===== src/rtl/clksld_pkg.sv =====
// ============================================================================
// clksld_pkg
// Shared constants, codes and small helper functions for the scanned-display
// clock: display sizes, register indexes, reset values and digit tables.
// ============================================================================
package clksld_pkg;

  // Display geometry
  localparam int DIGITS  = 4;
  localparam int COLUMNS = 8;

  localparam int DSEL_W = (DIGITS  > 1) ? $clog2(DIGITS)  : 1;
  localparam int CSEL_W = (COLUMNS > 1) ? $clog2(COLUMNS) : 1;

  // Word field widths
  localparam int PERIOD_W    = 10;
  localparam int CFG_INDEX_W = 3;
  localparam int COL_INDEX_W = 3;
  localparam int HOUR_W      = 5;
  localparam int MIN_W       = 6;
  localparam int SEC_W       = 6;

  // Configuration register indexes; timer slots use the same order
  typedef enum logic [CFG_INDEX_W-1:0] {
    REG_SECOND = 3'd0,
    REG_SCAN   = 3'd1,
    REG_MATRIX = 3'd2,
    REG_DOT    = 3'd3,
    REG_BLINK  = 3'd4
  } cfg_reg_t;

  localparam int NUM_REGS = 5;

  // Input word kinds
  typedef enum logic {
    ACT_TICK  = 1'b0,
    ACT_WRITE = 1'b1
  } action_t;

  // Time of day after reset
  localparam logic [HOUR_W-1:0] HOUR_RESET = 5'd15;
  localparam logic [MIN_W-1:0]  MIN_RESET  = 6'd8;
  localparam logic [SEC_W-1:0]  SEC_RESET  = 6'd50;

  localparam logic [HOUR_W-1:0] HOURS_PER_DAY = 5'd24;
  localparam logic [MIN_W-1:0]  MINS_PER_HOUR = 6'd60;
  localparam logic [SEC_W-1:0]  SECS_PER_MIN  = 6'd60;

  localparam logic [6:0] SEG_BLANK = 7'h7F;

  // Active-low seven-segment patterns for 0..9
  localparam logic [6:0] SEG_CODE [10] = '{
    7'h40, 7'h79, 7'h24, 7'h30, 7'h19, 7'h12, 7'h02, 7'h78, 7'h00, 7'h10
  };

  // Period and timer value after reset, by register index
  function automatic logic [PERIOD_W-1:0] period_reset(input int idx);
    logic [PERIOD_W-1:0] v;
    v = '0;
    priority if (idx == int'(REG_SECOND)) v = 10'd100;
    else if (idx == int'(REG_SCAN))       v = 10'd25;
    else if (idx == int'(REG_MATRIX))     v = 10'd10;
    else if (idx == int'(REG_DOT))        v = 10'd100;
    else if (idx == int'(REG_BLINK))      v = 10'd100;
    else                                  v = '0;
    return v;
  endfunction

  // Matrix column pattern after reset; columns 0 and 7 start blank
  function automatic logic [7:0] column_reset(input int idx);
    logic [7:0] v;
    v = 8'h00;
    unique case (idx)
      1:       v = 8'hFC;
      2:       v = 8'h12;
      3:       v = 8'h11;
      4:       v = 8'h01;
      5:       v = 8'h12;
      6:       v = 8'hFC;
      default: v = 8'h00;
    endcase
    return v;
  endfunction

  // Tens digit of a value below 64, by compares
  function automatic logic [3:0] tens_of(input logic [5:0] v);
    logic [3:0] t;
    t = 4'd0;
    priority if (v >= 6'd60) t = 4'd6;
    else if (v >= 6'd50)     t = 4'd5;
    else if (v >= 6'd40)     t = 4'd4;
    else if (v >= 6'd30)     t = 4'd3;
    else if (v >= 6'd20)     t = 4'd2;
    else if (v >= 6'd10)     t = 4'd1;
    else                     t = 4'd0;
    return t;
  endfunction

  // Units digit of a value below 64
  function automatic logic [3:0] units_of(input logic [5:0] v);
    logic [3:0] t;
    logic [6:0] tens_x10;
    logic [6:0] rem;
    t        = tens_of(v);
    // ten times the tens digit as 8t + 2t
    tens_x10 = {t, 3'b000} + {2'b00, t, 1'b0};
    rem      = {1'b0, v} - tens_x10;
    return rem[3:0];
  endfunction

endpackage


===== src/rtl/clock_with_scanned_led_displays.sv =====
// ============================================================================
// clock_with_scanned_led_displays
// Tick-driven 24-hour clock with a multiplexed four-digit seven-segment
// scanner, an LED matrix column scanner, a colon dot and a status LED.
// ============================================================================
//
//  channel | signals                               | direction | word
//  --------+---------------------------------------+-----------+-----------------
//  in      | in_valid, in_stall                    | into      | action, column
//  out     | out_valid, out_stall                  | out of    | pins and time
//  cfg     | cfg_valid, cfg_ready, cfg_index/data  | into      | period register
//
//  One word per cycle sustained while out_stall is low; a word passes from
//  acceptance through the input register, then through the update logic into
//  the state registers, which are also the result register.
//  Synchronous active-high reset restores the time 15:08:50 and all periods.
//  A stalled result holds; the input register still takes one more word.
//  Configuration writes are always ready and go straight into the period register.
// ----------------------------------------------------------------------------
module clock_with_scanned_led_displays (
  input  logic                                  clk,
  input  logic                                  rst,
  // input channel
  input  logic                                  in_valid,
  output logic                                  in_stall,
  input  logic                                  action,
  input  logic [clksld_pkg::COL_INDEX_W-1:0]    column_index,
  input  logic [7:0]                            column_data,
  // output channel
  output logic                                  out_valid,
  input  logic                                  out_stall,
  output logic [6:0]                            segment_drive,
  output logic [clksld_pkg::DIGITS-1:0]         digit_enable,
  output logic                                  dot_level,
  output logic                                  status_led,
  output logic [7:0]                            row_drive,
  output logic [7:0]                            column_enable,
  output logic [clksld_pkg::HOUR_W-1:0]         hours,
  output logic [clksld_pkg::MIN_W-1:0]          minutes,
  output logic [clksld_pkg::SEC_W-1:0]          seconds,
  // configuration channel
  input  logic                                  cfg_valid,
  output logic                                  cfg_ready,
  input  logic [clksld_pkg::CFG_INDEX_W-1:0]    cfg_index,
  input  logic [clksld_pkg::PERIOD_W-1:0]       cfg_data
);
  import clksld_pkg::*;

  // Input register
  logic                   in_q_valid;
  logic                   in_q_action;
  logic [COL_INDEX_W-1:0] in_q_index;
  logic [7:0]             in_q_data;

  // Period registers and timers
  logic [PERIOD_W-1:0] period [NUM_REGS];
  logic [PERIOD_W-1:0] timer [NUM_REGS];
  logic [PERIOD_W-1:0] timer_next [NUM_REGS];
  logic [NUM_REGS-1:0] fire;

  // Clock and display state
  logic [HOUR_W-1:0] hour_count, hour_next;
  logic [MIN_W-1:0]  minute_count, minute_next;
  logic [SEC_W-1:0]  second_count, second_next;
  logic [DSEL_W-1:0] digit_select, digit_select_next;
  logic [CSEL_W-1:0] column_select, column_select_next;
  logic [6:0]        segment_latch, segment_next;
  logic [DIGITS-1:0] enable_latch, enable_next;
  logic [7:0]        row_latch, row_next;
  logic [7:0]        column_latch, column_next;
  logic [3:0]        digit_value;
  logic              dot_state;
  logic              led_state;
  logic [7:0]        column_store [COLUMNS];

  logic advance;
  logic is_tick;

  // Handshakes
  assign advance   = in_q_valid && (!out_valid || !out_stall);
  assign in_stall  = in_q_valid && !advance;
  assign cfg_ready = 1'b1;
  assign is_tick   = (in_q_action == ACT_TICK);

  // Result fields come straight from the state registers
  assign segment_drive = segment_latch;
  assign digit_enable  = enable_latch;
  assign dot_level     = dot_state;
  assign status_led    = led_state;
  assign row_drive     = row_latch;
  assign column_enable = column_latch;
  assign hours         = hour_count;
  assign minutes       = minute_count;
  assign seconds       = second_count;

  // Timers: fire at one or below and reload, else count down
  always_comb begin
    for (int i = 0; i < NUM_REGS; i++) begin
      fire[i]       = (timer[i] <= PERIOD_W'(1));
      timer_next[i] = fire[i] ? period[i] : timer[i] - PERIOD_W'(1);
    end
  end

  // Time of day with carries
  always_comb begin
    logic [SEC_W-1:0] s_inc;
    logic [MIN_W-1:0] m_inc;
    logic [HOUR_W-1:0] h_inc;
    s_inc       = second_count + SEC_W'(1);
    m_inc       = minute_count;
    h_inc       = hour_count;
    second_next = second_count;
    minute_next = minute_count;
    hour_next   = hour_count;
    if (fire[REG_SECOND]) begin
      if (s_inc >= SECS_PER_MIN) begin
        s_inc = '0;
        m_inc = minute_count + MIN_W'(1);
      end
      if (m_inc >= MINS_PER_HOUR) begin
        m_inc = '0;
        h_inc = hour_count + HOUR_W'(1);
      end
      if (h_inc >= HOURS_PER_DAY) begin
        h_inc = '0;
      end
      second_next = s_inc;
      minute_next = m_inc;
      hour_next   = h_inc;
    end
  end

  // Digit scan: next digit shows the updated time
  always_comb begin
    if (int'(digit_select) == DIGITS - 1) begin
      digit_select_next = '0;
    end else begin
      digit_select_next = digit_select + DSEL_W'(1);
    end
    unique case (int'(digit_select_next))
      0:       digit_value = tens_of({1'b0, hour_next});
      1:       digit_value = units_of({1'b0, hour_next});
      2:       digit_value = tens_of(minute_next);
      3:       digit_value = units_of(minute_next);
      default: digit_value = 4'd0;
    endcase
    segment_next = (digit_value < 4'd10) ? SEG_CODE[digit_value] : SEG_BLANK;
    enable_next  = ~(DIGITS'(1) << digit_select_next);
  end

  // Matrix scan: show current column, then step
  always_comb begin
    if (int'(column_select) == COLUMNS - 1) begin
      column_select_next = '0;
    end else begin
      column_select_next = column_select + CSEL_W'(1);
    end
    row_next    = ~column_store[column_select];
    column_next = (int'(column_select) < 8) ? ~(8'd1 << column_select) : 8'hFF;
  end

  // Input register
  always_ff @(posedge clk) begin
    if (rst) begin
      in_q_valid <= 1'b0;
    end else if (!in_stall) begin
      in_q_valid <= in_valid;
    end
    if (!in_stall && in_valid) begin
      in_q_action <= action;
      in_q_index  <= column_index;
      in_q_data   <= column_data;
    end
  end

  // Output valid
  always_ff @(posedge clk) begin
    if (rst) begin
      out_valid <= 1'b0;
    end else if (advance) begin
      out_valid <= 1'b1;
    end else if (!out_stall) begin
      out_valid <= 1'b0;
    end
  end

  // Period registers
  always_ff @(posedge clk) begin
    if (rst) begin
      for (int i = 0; i < NUM_REGS; i++) begin
        period[i] <= period_reset(i);
      end
    end else if (cfg_valid && (int'(cfg_index) < NUM_REGS)) begin
      period[cfg_index] <= cfg_data;
    end
  end

  // State update, one word per advance
  always_ff @(posedge clk) begin
    if (rst) begin
      for (int i = 0; i < NUM_REGS; i++) begin
        timer[i] <= period_reset(i);
      end
      for (int i = 0; i < COLUMNS; i++) begin
        column_store[i] <= column_reset(i);
      end
      hour_count    <= HOUR_RESET;
      minute_count  <= MIN_RESET;
      second_count  <= SEC_RESET;
      digit_select  <= '0;
      segment_latch <= SEG_CODE[tens_of({1'b0, HOUR_RESET})];
      enable_latch  <= ~DIGITS'(1);
      column_select <= '0;
      row_latch     <= 8'h00;
      column_latch  <= 8'h00;
      dot_state     <= 1'b0;
      led_state     <= 1'b0;
    end else if (advance) begin
      if (is_tick) begin
        for (int i = 0; i < NUM_REGS; i++) begin
          timer[i] <= timer_next[i];
        end
        if (fire[REG_MATRIX]) begin
          row_latch     <= row_next;
          column_latch  <= column_next;
          column_select <= column_select_next;
        end
        hour_count   <= hour_next;
        minute_count <= minute_next;
        second_count <= second_next;
        if (fire[REG_BLINK]) begin
          led_state <= ~led_state;
        end
        if (fire[REG_DOT]) begin
          dot_state <= ~dot_state;
        end
        if (fire[REG_SCAN]) begin
          digit_select  <= digit_select_next;
          segment_latch <= segment_next;
          enable_latch  <= enable_next;
        end
      end else if (int'(in_q_index) < COLUMNS) begin
        // column write touches only the store
        column_store[CSEL_W'(in_q_index)] <= in_q_data;
      end
    end
  end

endmodule

===== config.mk =====
export PLATFORM = sky130hd
export DESIGN_NAME = clock_with_scanned_led_displays
export DESIGN_NICKNAME = d
export VERILOG_FILES = /design/src/rtl/clksld_pkg.sv /design/src/rtl/clock_with_scanned_led_displays.sv
export SDC_FILE = /design/constraint.sdc
export NUM_CORES = 1
export LEC_CHECK = 0
export ABC_CLOCK_PERIOD_IN_PS = 5000
export BUFFER_PORTS_ARGS = -buffer_cell sky130_fd_sc_hd__buf_4
export CAP_MARGIN = 20
export CORE_MARGIN = 2
export CORE_UTILIZATION = 60
export DETAILED_ROUTE_END_ITERATION = 10
export PLACE_DENSITY = 0.82
export SKIP_LAST_GASP = 1
export SLEW_MARGIN = 20
export SYNTH_ARGS = -nofsm -noshare
export SYNTH_HDL_FRONTEND = slang
export SYNTH_SLANG_ARGS = --single-unit

===== constraint.sdc =====
create_clock -name clk -period 5 [get_ports clk]
set_clock_uncertainty 0.1 [all_clocks]
set_input_delay 1 -clock clk [delete_from_list [all_inputs] [get_ports clk]]
set_output_delay 1 -clock clk [all_outputs]
set_load 0.005 [all_outputs]

==> run summary <==
## Timing
- 40.5% — worst slew slack as a fraction of its limit
- 4720 ps — shortest period the worst path allows
- 0 — count of endpoints failing hold in the final timing report
- no — unrepaired setup endpoints after global routing
- 890 ps — Worst Max-Slew Pin Slew
- 0 ps — total negative slack
- 212 MHz — peak clock frequency supported by timing
- 275 ps — Worst Slack Setup Final
- 0 — max-slew violation count
- 0 — final setup fails
- 94.5% — Period Utilization, post-route

## Floorplanning
- 61.1% — starting utilization of the core area
- 145 µm — Die Ht
- 19500 µm² — CORE AREA
- 145 µm — die boundary width
- 21000 µm² — area enclosed by the die boundary
- 51 — Placement Rows
- 79 — number of top-level design ports

## Routing
- 5 — number of iterations in the first detailed-routing pass
- 6.01 — vias per cell
- 0 — residual DRC count
- 18.4 µm — average detailed-routed wire length per instance
- 26.5 mm — drt total wl
- 0 — Antenna Nets Post-Route
- 698 — DRC marker count from the first detailed-route iteration
- 8634 — vias

## Setup path
- 410 ps — largest incremental delay on the critical path
- reg2reg — Crit Path Class
- sky130_fd_sc_hd__dfxtp_1 — Worst path slowest cell
- 21 — number of cells on the worst reg-to-reg path
- compound AO/OA/AOI/OAI gates — Top delay family on crit path
- flip-flop — type of element launching the critical path
- 5020 ps — arrival time of the worst setup path
- 21 — Stages on worst setup path
- 5300 ps — CP required
- ha_2 -> and4b_1 -> o211ai_1 -> nand3_2 -> a221oi_1 -> buf_4 -> nand3_1 -> xor2_1 -> nor2_1 -> inv_1 -> maj3_1 -> a21oi_1 -> ha_1 -> o22ai_1 -> a211oi_2 -> a21o_1 -> buf_4 -> ha_1 -> nand2_1 -> o211ai_1 -> a221o_1 — worst path cell trace
- 3 — crit path buf inv count
- 6 — highest net fanout along the worst path
- flip-flop — crit end category

## Worst hold path
- 2 — cell count of the worst hold path
- reg2reg — worst min-delay path category

## Placement
- 17.7 mm — post-detailed-placement half-perimeter wirelength
- 77 — number of port buffers
- 189 ps — DP Worst Slack
- 0.882 — routability-driven placement congestion ratio

## Yosys
- 0 — Yosys warnings
- 44.5% — area share of the largest cell type after synthesis
- 53.9% — fraction of the yosys area taken by sequential cells
- 11900 µm² — mapped cell area
- 81 — post-synth cell types
- 176 — Post-synth EDFFs
- sky130_fd_sc_hd__edfxtp_1 — most frequent cell after synthesis
- sky130_fd_sc_hd__edfxtp_1 — most used flip-flop cell after synthesis
- sky130_fd_sc_hd__edfxtp_1 — biggest area consumer among synthesized cells
- 10.9 µm² — mean post-synth cell area
- 1086 — post-synthesis instance total
- 0% — async set-or-reset flop fraction in the synthesized netlist
- sky130_fd_sc_hd__edfxtp_1, sky130_fd_sc_hd__nor2_1, sky130_fd_sc_hd__nand2_1, sky130_fd_sc_hd__and2_1, sky130_fd_sc_hd__dfxtp_1 — Synth top cells by count
- 1149 — total nets after synthesis
- 232 — register bit count reported by yosys
- sky130_fd_sc_hd__edfxtp_1, sky130_fd_sc_hd__dfxtp_1, sky130_fd_sc_hd__and2_1, sky130_fd_sc_hd__nor2_1, sky130_fd_sc_hd__ha_1 — synth top area cells

## Clocking
- 232 — number of clock sinks seen by CTS
- done — CTS tree
- sky130_fd_sc_hd__clkbuf_16 — root buf cell
- 0 — post-cts hold buffer count
- 60 ps — clock-pin transition on the worst setup and hold timing paths
- 1 — CTS H-Tree Depth
- 3 — Max clock buf depth
- 510 ps — Skew-Pair Late Insertion Delay
- 24 — total clock buffers created by CTS

## GRT
- 8436 — via count of the first global-routing pass
- 42.8 mm — global-route wire length before repair
- 59 — pin count of the biggest net entering global routing
- 0 — Overflow after GRT
- 26.0% — global-route usage over all layers
- 0 — initial antenna violation count

## Power
- 0.00481 µW — Pleak
- 0.279 mV — Max IR drop VDD
- 319 nW/µm² — pwr dens
- 4350 µW — overall power

## Status
- finished clean — status

## Cells and area
- 1376 — # fillers
- 1218 — number of nets in the finished design
- 0 — Antenna Diode Count
- 14.8% — post-synthesis to final-layout area growth
- 17.2% — share of post-route cells with drive strength above 1

## Flow run
- 0 — max-cap violation count

## metrics by stage
step                area, µm²  hold slack (ps)  instances  util, %
global route            13600              385       1437     70.1
detailed placement      12700              353       1392     65.4
floorplan               11900              348       1086        -
global placement        12700              344       1392     65.4
finish                  13600              362       1437     70.1
CTS                     13600              361       1435     69.8
## power by group
part	leakage [µW]	total (µW)	switching [µW]	internal [µW]
logic	0.00226	223	136	87.1
clock network	0.000415	1940	716	1220
registers	0.00214	2190	46.5	2140
total	0.00481	4350	898	3450
## worst min-delay path, delay by kind of cell, from the launching register on
family          cells  cell delay [ps]
flops               1              310
simple gates        1               60
compound gates      1               50
## layout by cell type, fill, tap and decap left out, types with 4 or more instances in the layout
cell                        netlist  layout
sky130_fd_sc_hd__or3_1           18      18
sky130_fd_sc_hd__o22ai_1          4       4
sky130_fd_sc_hd__a221o_1          5       5
sky130_fd_sc_hd__edfxtp_1       176     176
sky130_fd_sc_hd__or2_2           21      21
sky130_fd_sc_hd__ha_1            33      32
sky130_fd_sc_hd__xor2_1          13      13
sky130_fd_sc_hd__nand3_1         17      16
sky130_fd_sc_hd__mux2i_1         13      13
sky130_fd_sc_hd__nor2_1         116     114
sky130_fd_sc_hd__nand2_1         89      89
sky130_fd_sc_hd__a311oi_1         7       7
sky130_fd_sc_hd__nand3b_1         4       4
sky130_fd_sc_hd__nor2b_1          5       5
sky130_fd_sc_hd__dfxtp_1         56      54
sky130_fd_sc_hd__o211ai_1         8       8
sky130_fd_sc_hd__nor3_1          35      34
sky130_fd_sc_hd__xnor2_1         33      33
sky130_fd_sc_hd__bufinv_16        0       6
sky130_fd_sc_hd__mux4_2          16      16
sky130_fd_sc_hd__a211oi_1        45      43
sky130_fd_sc_hd__nand2b_1        24      23
sky130_fd_sc_hd__nor4_1          11      11
sky130_fd_sc_hd__o21ai_1          1       4
sky130_fd_sc_hd__a211oi_2         2       4
sky130_fd_sc_hd__buf_4            1      98
sky130_fd_sc_hd__and2_1          73      73
sky130_fd_sc_hd__a211o_1          8       8
sky130_fd_sc_hd__clkbuf_16        0      25
sky130_fd_sc_hd__a21boi_1         4       4
sky130_fd_sc_hd__or4_1            8       8
sky130_fd_sc_hd__nor3b_1          4       4
sky130_fd_sc_hd__and3_1           9       9
sky130_fd_sc_hd__clkbuf_1        44       6
sky130_fd_sc_hd__and3b_1          4       4
sky130_fd_sc_hd__inv_1           31      31
sky130_fd_sc_hd__o21ai_0         38      35
sky130_fd_sc_hd__a21oi_1         37      36
## area by class of cell
type | count | area [µm²] | area share (%)
timing repair buffer | 98 | 736 | 5.39
sequential | 232 | 6410 | 47.0
multi-input combinational | 768 | 5190 | 38.1
clock buffer | 31 | 648 | 4.75
clock inverter | 12 | 210 | 1.54
inverter | 31 | 116 | 0.853
tap | 265 | 332 | 2.43
## timing repair
item                                    4_1_cts  5_1_grt
endpoints found under the setup margin        0        7
resized for setup                             0       13
buffers inserted                              0        2
## kinds of logic after synthesis
kind of cell | share of synthesized area [%]
and+or+nand+nor | 19.4
DFF | 53.9
AOI/OAI and AO/OA | 12.4
buffers and inverters | 2.83
xor gates and xnor gates | 3.66
adders and majority gates | 3.56
muxes | 4.25
other | 0.0315
## sequential cells by signal, summed over array words and instances, names as in the netlist, named ones only
| name | cells |
|---|---|
| seconds | 6 |
| hours | 5 |
| out_valid | 1 |
| column_store | 64 |
| segment_drive | 7 |
| minutes | 6 |
| status_led | 1 |
| column_enable | 8 |
| column_select | 3 |
| in_q_index | 3 |
| in_q_valid | 1 |
| timer | 50 |
| dot_level | 1 |
| row_drive | 8 |
| digit_select | 2 |
| in_q_action | 1 |
| period | 50 |
| in_q_data | 8 |
| digit_enable | 4 |
## worst paths after layout
kind / startpoint / end / slack (ps)
max: seconds[1] / segment_drive[0] / 280
min: row_drive[7] / row_drive[7] / 360
max reg2reg: seconds[1] / segment_drive[0] / 280
min reg2reg: row_drive[7] / row_drive[7] / 360
## metal layers
metal,wire [µm],vias to the layer above,global-route usage (%)
li1,-,4123,-
met1,10900,4092,35.2
met2,12700,367,43.4
met3,2160,52,4.54
met4,701,0,7.72
met5,0,-,0
Note: power is estimated with default switching activity, not from simulation.
